### src/rtl/mbe_pkg.sv
`timescale 1ns / 1ps
// shared constants, types and arithmetic helpers for the escape-time block
package mbe_pkg;

	localparam int COORD_W   = 32;
	localparam int ITER_W    = 16;
	localparam int FRAC_BITS = 24;
	localparam int ACC_W     = 48;
	localparam int HALF_W    = ACC_W - FRAC_BITS;
	localparam int PP_W      = 2 * HALF_W;
	localparam int SUM_W     = ACC_W + 2;
	localparam int OUT_BYTES = (ITER_W + 7) / 8;

	localparam logic signed [ACC_W-1:0] ACC_MAX   = {1'b0, {(ACC_W-1){1'b1}}};
	localparam logic signed [ACC_W-1:0] ACC_MIN   = {1'b1, {(ACC_W-1){1'b0}}};
	localparam logic signed [ACC_W-1:0] THRESHOLD = ACC_W'(1000) <<< FRAC_BITS;

	// operand pair chosen for the shared multiplier
	typedef logic [1:0] mbe_sel_t;
	localparam mbe_sel_t SEL_AA = 2'd0;
	localparam mbe_sel_t SEL_BB = 2'd1;
	localparam mbe_sel_t SEL_AB = 2'd2;

	typedef struct packed {
		logic     load;
		logic     issue;
		mbe_sel_t sel;
		logic     update;
	} mbe_cmd_t;

	typedef struct packed {
		logic above_thr;
	} mbe_sts_t;

	// saturate a widened sum back to the accumulator range
	function automatic logic signed [ACC_W-1:0] sat_acc(input logic signed [SUM_W-1:0] x);
		logic [2:0] top;
		top = x[SUM_W-1:ACC_W-1];
		if (top == 3'b000 || top == 3'b111)
			return x[ACC_W-1:0];
		else if (x[SUM_W-1])
			return ACC_MIN;
		else
			return ACC_MAX;
	endfunction

	// magnitude of an accumulator value, exact for the most negative code
	function automatic logic [ACC_W-1:0] abs_acc(input logic signed [ACC_W-1:0] x);
		if (x[ACC_W-1])
			return ACC_W'(-x);
		else
			return x;
	endfunction

endpackage

### src/rtl/mbe_ctrl.sv
`timescale 1ns / 1ps
// sequencer for the iteration loop, iteration counter and result register
module mbe_ctrl
	import mbe_pkg::*;
(
	input  logic              clk,
	input  logic              arst_n,
	input  logic              in_valid,
	output logic              in_ready,
	input  logic [ITER_W-1:0] iteration_limit,
	input  logic              out_ready,
	output logic              out_valid,
	output logic [ITER_W-1:0] iteration_count,
	output logic              escaped,
	output mbe_cmd_t          cmd,
	input  mbe_sts_t          sts
);

	localparam logic [2:0] ST_IDLE  = 3'd0;
	localparam logic [2:0] ST_CHECK = 3'd1;
	localparam logic [2:0] ST_MBB   = 3'd2;
	localparam logic [2:0] ST_MAB   = 3'd3;
	localparam logic [2:0] ST_MFIN  = 3'd4;
	localparam logic [2:0] ST_UPD   = 3'd5;
	localparam logic [2:0] ST_DONE  = 3'd6;

	logic [2:0]        state_q;
	logic [ITER_W-1:0] iter_q;
	logic [ITER_W-1:0] res_cnt_q;
	logic              res_esc_q;
	logic [ITER_W-1:0] iter_nxt;
	logic              out_free;

	assign in_ready = (state_q == ST_IDLE);
	assign iter_nxt = iter_q + ITER_W'(1);
	assign out_free = !out_valid || out_ready;

	always_comb begin
		cmd = '0;
		cmd.sel = SEL_AA;
		unique case (state_q)
			ST_IDLE:  cmd.load = in_valid;
			ST_CHECK: cmd.issue = 1'b1;
			ST_MBB: begin
				cmd.issue = 1'b1;
				cmd.sel   = SEL_BB;
			end
			ST_MAB: begin
				cmd.issue = 1'b1;
				cmd.sel   = SEL_AB;
			end
			ST_UPD:   cmd.update = 1'b1;
			default:  cmd = '0;
		endcase
	end

	always_ff @(posedge clk or negedge arst_n) begin
		if (!arst_n) begin
			state_q   <= ST_IDLE;
			iter_q    <= '0;
			res_cnt_q <= '0;
			res_esc_q <= 1'b0;
			out_valid <= 1'b0;
			iteration_count <= '0;
			escaped   <= 1'b0;
		end else begin
			// in the done state a taken result is replaced below
			if (out_valid && out_ready && state_q != ST_DONE)
				out_valid <= 1'b0;
			unique case (state_q)
				ST_IDLE: begin
					if (in_valid) begin
						iter_q <= '0;
						if (iteration_limit == '0) begin
							res_cnt_q <= '0;
							res_esc_q <= 1'b0;
							state_q   <= ST_DONE;
						end else begin
							state_q <= ST_CHECK;
						end
					end
				end
				ST_CHECK: begin
					// speculative a*a issue is harmless when the loop ends here
					if (sts.above_thr) begin
						res_cnt_q <= iter_q;
						res_esc_q <= 1'b1;
						state_q   <= ST_DONE;
					end else if (iter_nxt == iteration_limit) begin
						res_cnt_q <= iteration_limit;
						res_esc_q <= 1'b0;
						state_q   <= ST_DONE;
					end else begin
						iter_q  <= iter_nxt;
						state_q <= ST_MBB;
					end
				end
				ST_MBB:  state_q <= ST_MAB;
				ST_MAB:  state_q <= ST_MFIN;
				ST_MFIN: state_q <= ST_UPD;
				ST_UPD:  state_q <= ST_CHECK;
				ST_DONE: begin
					if (out_free) begin
						out_valid       <= 1'b1;
						iteration_count <= res_cnt_q;
						escaped         <= res_esc_q;
						state_q         <= ST_IDLE;
					end
				end
				default: state_q <= ST_IDLE;
			endcase
		end
	end

endmodule

### config.mk
export PLATFORM = sky130hd
export DESIGN_NAME = mbe_ctrl
export DESIGN_NICKNAME = d
export VERILOG_FILES = /design/src/rtl/mbe_pkg.sv /design/src/rtl/mbe_ctrl.sv
export SDC_FILE = /design/constraint.sdc
export NUM_CORES = 1
export LEC_CHECK = 0
export ABC_CLOCK_PERIOD_IN_PS = 3700
export BUFFER_PORTS_ARGS = -buffer_cell sky130_fd_sc_hd__buf_2
export CAP_MARGIN = 30
export CORE_ASPECT_RATIO = 0.8
export CORE_MARGIN = 5
export CORE_UTILIZATION = 45
export CTS_BUF_LIST = sky130_fd_sc_hd__clkbuf_4
export DETAILED_ROUTE_END_ITERATION = 8
export GPL_TIMING_DRIVEN = 0
export HOLD_SLACK_MARGIN = 0.02
export PLACE_DENSITY = 0.75
export SLEW_MARGIN = 10
export SYNTH_ARGS = -nofsm -noshare
export SYNTH_HDL_FRONTEND = slang
export SYNTH_SLANG_ARGS = --single-unit
### constraint.sdc
create_clock -name clk -period 3.7 [get_ports clk]
set_clock_uncertainty 0.15 [all_clocks]
set_input_delay 0.925 -clock clk [delete_from_list [all_inputs] [get_ports clk]]
set_output_delay 0.925 -clock clk [all_outputs]
set_load 0.03 [all_outputs]
-- Word level (Yosys, flattened, before mapping)
Index checks and enable logic that the tools add are counted.
- bits in registers: 54
- input port bits: 21
- output and inout bits: 24
- logic and storage cells: 61
- $add $sub $neg: 1
- equal/unequal tests: 14
- multiplexer cells: 27
- reduce and logical (&&, ||, !) cells: 12
- operators by type and width (operator ; number):
    16-bit 2-to-1 mux ; 7
    16-bit case mux with 2 select lines ; 2
    3-bit case mux with 7 select lines ; 1
    16-bit by 1-bit adder with 16-bit output, second input constant ; 1
    16-bit equality test ; 1
    16-bit zero test ; 1
    3-bit 2-to-1 mux ; 5
    1-bit 2-to-1 mux ; 10
    3-bit equality test, second input constant ; 3
    2-bit != test, second input constant ; 4
    4-bit AND reduction ; 2
    3-bit by 2-bit equality test with 1-bit output, second input constant ; 2
    3-bit != test, second input constant ; 2
    2-bit case mux with 2 select lines ; 1
    2-bit AND reduction ; 2
    3-bit by 1-bit equality test with 1-bit output, second input constant ; 1
    3-bit zero test ; 1
    3-bit OR reduction ; 1
    1-bit logical AND ; 2
    2-bit by 1-bit != test with 1-bit output, second input constant ; 1
    1-bit case mux with 2 select lines ; 1
    2-bit nonzero test ; 1
    1-bit zero test ; 1
    1-bit logical OR ; 1

-- Longest topological paths before layout
- depth after elaboration: 5
- gate-level depth with buffers: 11
- depth with buffers taken out: 9

-- Worst setup path after synthesis
No wires, ideal clock.
- kind: input to register
- from: input port iteration_limit[8]
- to: register res_cnt_q[10]
- library setup time: 0.122 ns
- data arrival time: 2.783 ns
- required time: 3.428 ns
- setup slack: 0.645 ns
- stages: 10
- buffers on the path: 2
- cell sequence: xnor2_1 xor2_1 o31ai_1 o211ai_1 or4_4 o21bai_2 buf_6 o21ai_2 buf_4 o2bb2ai_2
- word-level cells in the longest chain between the ends: 3
- elaborated cells on any way between the ends: 5
- classes of those cells: eq/ne: 3; reduce/logical: 2
- ends and longest elaborated chain (item ; line ; text):
    start: declaration ; mbe_ctrl.sv:10 ; input logic [ITER_W-1:0] iteration_limit,
    16-bit equality test or 16-bit zero test (tied branches) ; mbe_ctrl.sv:89, mbe_ctrl.sv:74 ;
    3-bit != test (no line) or 2-bit by 1-bit != test with 1-bit output (tied branches) ; n/a ;
    4-bit AND reduction (no line) (*) ; n/a ;
    end signal: assignment ; mbe_ctrl.sv:86 ; res_cnt_q <= iter_q;
    end signal: assignment ; mbe_ctrl.sv:90 ; res_cnt_q <= iteration_limit;
    end: declaration ; mbe_ctrl.sv:29 ; logic [ITER_W-1:0] res_cnt_q;
Every way passes the cells marked *; elsewhere a longest branch is shown, timed or not.
A chain may end at the register's enable or synchronous reset.

-- Final worst setup path
- from: register iter_q[0]
- to: register res_cnt_q[12]
- word-level cells in the longest chain between the ends: 4
- ends and longest elaborated chain (item ; line ; text):
    start: declaration ; mbe_ctrl.sv:28 ; logic [ITER_W-1:0] iter_q;
    start signal: assignment ; mbe_ctrl.sv:94 ; iter_q <= iter_nxt;
    16-bit by 1-bit adder with 16-bit output ; mbe_ctrl.sv:35 ; assign iter_nxt = iter_q + ITER_W'(1);
    16-bit equality test ; mbe_ctrl.sv:89 ; end else if (iter_nxt == iteration_limit) begin
    3-bit != test (no line) ; n/a ;
    4-bit AND reduction (no line) ; n/a ;
No other way between the ends.

==> impl.org <==
** Clock tree
- The H-tree was split into 2 levels.
- In this run the deepest clock path goes through 2 buffers.
- Quantity of hold-fixing buffers added after cts :: 0
- Number of buffers created by CTS :: 5
- TritonCTS built the clock tree.
- Quantity of gates resized following cts :: 0
- In this run the clock root is driven by a clkbuf_4.
- Clock tree sinks :: 54
- Buffers inserted during post-CTS setup optimization :: 0
- Clock network latency to the later pin of the worst-skew pair :: 0.39 ns
- Clock edge transition at the registers on the reported setup and hold paths :: roughly 0.17 ns

** Synth
- The average instance in the mapped netlist occupies 10.5 um^2.
- Summed over all instances, the cell type with the most area after synthesis is dfrtp_1.
- Synthesis produced 310 cells.
- The mapped netlist covers 3260 um^2.
- The netlist uses 53 different library cells.
- Counting every net in the synthesized netlist gives between 300 and 400.
- Top area cells in the synthesized netlist :: dfrtp_1 41%, mux2_2 6.2%, mux2i_1 6.1%, o2bb2ai_2 4.6%, xnor2_1 3.5%
- After synthesis, the largest area contributor takes up 41.4% of total cell area.
- Counting flops with a built-in enable in the synthesized netlist gives 0.
- Among all flip-flop cells after synthesis, the most frequent one is dfrtp_1.
- Sequential elements use 41.4% of the synthesized area.
- Ys async rst share :: 100%
- For this run, the number of Yosys warnings is 0.
- Count of state elements after synthesis :: 54

** STA
- Based on the critical path, the design can be clocked at up to approximately 300 MHz.
- The tightest hold path in the finished design has a slack of 0.360 ns.
- The smallest clock period supported by the final layout is computed as 3.36 ns.
- Hold violation count in the final report :: 0
- Tightest Pin Transition :: 0.755 ns
- Unrepaired setup endpoints after global routing :: no
- Setup violations remaining at the end of the flow were counted as 0.
- Max transition margin :: between 40% and 50%
- Share of the clock period used by the worst path :: 90.7%
- Post-Route Setup TNS :: 0 ns
- The total count of max-transition violations in the final report was 0.

** Global route
- Global-route wire length before repair :: between 10000 and 15000 um
- Antenna violations before repair :: 0
- Largest net degree at the start of global routing :: 30
- Via count of the first global-routing pass :: ~2700
- Global route overflow :: 0
- Global routing used 17.3% of the available tracks across all layers.

** Place
- Area of placed instances :: 3610 um^2
- After legalization and detailed placement, the total HPWL measured 5780 um.
- Number of I/O port buffers :: 44
- Placer congestion estimate :: 0.909

** Die
- The core region is between 6000 and 7000 um^2.
- Initial Utilization :: 46.9%
- Row generation in the floorplan step produced 27 rows.
- Die footprint :: 9060 um^2
- Die Span Y :: 86.1 um
- Measured along the x axis, the die boundary spans ~110 um.
- I/O pin count :: 45

** Worst setup path
- The worst register-to-register path ends at res_cnt_q[12]$_DFFE_PN0P_.
- Setup crit end kind :: flop
- Crit-path max FO :: 10
- FF-to-FF path depth :: 11
- Startpoint of the most critical register-to-register path :: iter_q[0]$_DFFE_PN0P_
- The critical path is of the reg2reg type.
- Worst Path Arrival :: about 3.5 ns
- Setup slack on the worst flop-to-flop path :: 0.34 ns
- Critical path data required time :: 3.83 ns
- The worst setup path is launched from a flop.

** Cells and area
- Non-Filler Cell Area, Final :: between 3000 and 4000 um^2
- Number of filler instances in the final layout :: 626
- Cells with a size suffix above 1 make up 30.4% of the layout.
- For this run, the post-layout net count is 386.
- The area growth from synthesis to layout is 13.6%.

** Routing
- Once detail routing completed, the nets flagged for antenna violations numbered 0.
- DRT iter0 DRCs :: 190
- Total detailed-routing wirelength :: 7600 um
- After detailed routing, the number of remaining DRC violations is 0.
- For this block, the via count after detailed routing is approximately 2600.
- After detailed routing, the average wire length per cell comes to between 15 and 20 um.
- The first detailed-routing pass took 4 iterations.
- Detailed-route vias per instance :: 5.84

** Job
- Across the run, the number of max-cap violations was 0.

** Power and ir drop
- Power spread over the standard cell area amounts to 695 nW/um^2.
- Summed over all cells, the static leakage comes to 0.00170 uW.
- Largest voltage drop on the vdd net :: 398 uV

** Hold path
- The worst hold path belongs to the class in2async.

** Run status
- Run status :: completed
synthesized netlist by cell type (4+ instances only):
library cell  number
nand3_1           13
nand2_1           22
mux2i_1           20
nor2_1            13
buf_4              8
nand2b_1           4
o2bb2ai_1          6
dfrtp_1           54
a21oi_1            8
o21ai_0            6
mux2_2            18
inv_1              4
clkbuf_1          12
or4_1              9
nor3_1             7
o211ai_1           8
o2bb2ai_2         10
xor2_1             8
nor2b_1            4
nor4_1             7
xnor2_1           13
power breakdown:
group | internal (uW) | switching, uW | leakage [uW] | total [uW]
logic | 498 | 817 | 0.000932 | 1320
registers | 792 | 123 | 0.000727 | 915
clock network | 144 | 200 | 0.0000456 | 344
total | 1430 | 1140 | 0.00170 | 2570
worst max-delay path: stages, from the launching register on:
cell	delay (ns)
dfrtp_1	0.39
clkbuf_1	0.29
nand4_1	0.19
or4_4	0.48
or2_4	0.29
xnor2_2	0.13
or4_4	0.51
o21bai_2	0.17
buf_6	0.16
o21ai_2	0.13
buf_4	0.23
o2bb2ai_2	0.13
final cells by class:
cell class | count | area, um^2 | share of cell area (%)
diodes | 1 | 2.50 | 0.0676
plain buffers | 26 | 154 | 4.16
clock buffers | 5 | 37.5 | 1.01
clock inverters | 3 | 43.8 | 1.18
inverters | 4 | 15.0 | 0.405
multi-input cells | 226 | 1740 | 47.0
flip-flops and latches | 54 | 1350 | 36.5
well taps | 87 | 109 | 2.94
repair buffers | 47 | 250 | 6.76
sequential cells by signal, summed over array words and instances, names as in the netlist:
signal / flops
escaped: 1
res_esc_q: 1
state_q: 3
iteration_count: 16
out_valid: 1
iter_q: 16
res_cnt_q: 16
placed cells by master (no fill, tap or decap), drive strengths merged, types with 2 or more instances in the layout:
master / instances
buf: 61
dfrtp: 54
nand2: 23
mux2i: 20
mux2: 18
clkbuf: 17
o2bb2ai: 16
nand3: 14
xnor2: 14
nor2: 13
or4: 11
o21ai: 9
a21oi: 8
xor2: 8
o211ai: 8
nor3: 7
nor4: 7
inv: 5
nand4: 5
nand2b: 4
nor2b: 4
or2: 4
o31ai: 3
and3: 3
a211o: 3
a2bb2oi: 3
nor3b: 2
and3b: 2
and4: 2
a211oi: 2
o211a: 2
a22o: 2
o21bai: 2
cell families (layout without fill, tap and decap cells):
family                     after synthesis  in the layout  share of synthesized area (%)
AOI/OAI and AO/OA                       62             62                           16.3
buffers and inverters                   30             85                           5.18
and+or+nand+nor                        103            103                           18.2
adders and majority gates                1              1                          0.384
xor gates and xnor gates                22             22                           6.14
DFF                                     54             54                           41.4
other                                    0              1                              0
muxes                                   38             38                           12.4
through the flow:
stage / cells / setup WS, ns / utilization (%) / total power [uW]
after floorplan: 310 / 0.645 / - / 1890
after global placement: 441 / 0.217 / 51.6 / 2200
after detailed placement: 443 / 0.236 / 51.9 / 2240
after CTS: 451 / 0.320 / 53.1 / 2580
after global routing: 452 / 0.167 / 53.2 / 2750
final: 453 / 0.343 / 53.2 / 2570
worst max path at each step:
stage	end	startpoint	slack, ns	cells past startpoint
5_1_grt	res_cnt_q[12]$_DFFE_PN0P_	iter_q[0]$_DFFE_PN0P_	0.17	11
2_1_floorplan	res_cnt_q[10]$_DFFE_PN0P_	iteration_limit[8]	0.64	10
4_1_cts	res_cnt_q[6]$_DFFE_PN0P_	iter_q[0]$_DFFE_PN0P_	0.32	11
3_5_place_dp	res_cnt_q[12]$_DFFE_PN0P_	iteration_limit[8]	0.24	11
3_3_place_gp	res_cnt_q[6]$_DFFE_PN0P_	iteration_limit[8]	0.22	11
6_report	res_cnt_q[12]$_DFFE_PN0P_	iter_q[0]$_DFFE_PN0P_	0.34	11
metal layers:
| metal | up-vias | global-route usage [%] | routed length (um) |
|---|---|---|---|
| met5 | - | 0 | 0 |
| met4 | 0 | 3.14 | 68 |
| met3 | 9 | 3.39 | 464 |
| met2 | 78 | 26.8 | 3280 |
| met1 | 1303 | 25.5 | 3780 |
| li1 | 1255 | - | - |
Note: power is estimated with default switching activity, not from simulation.
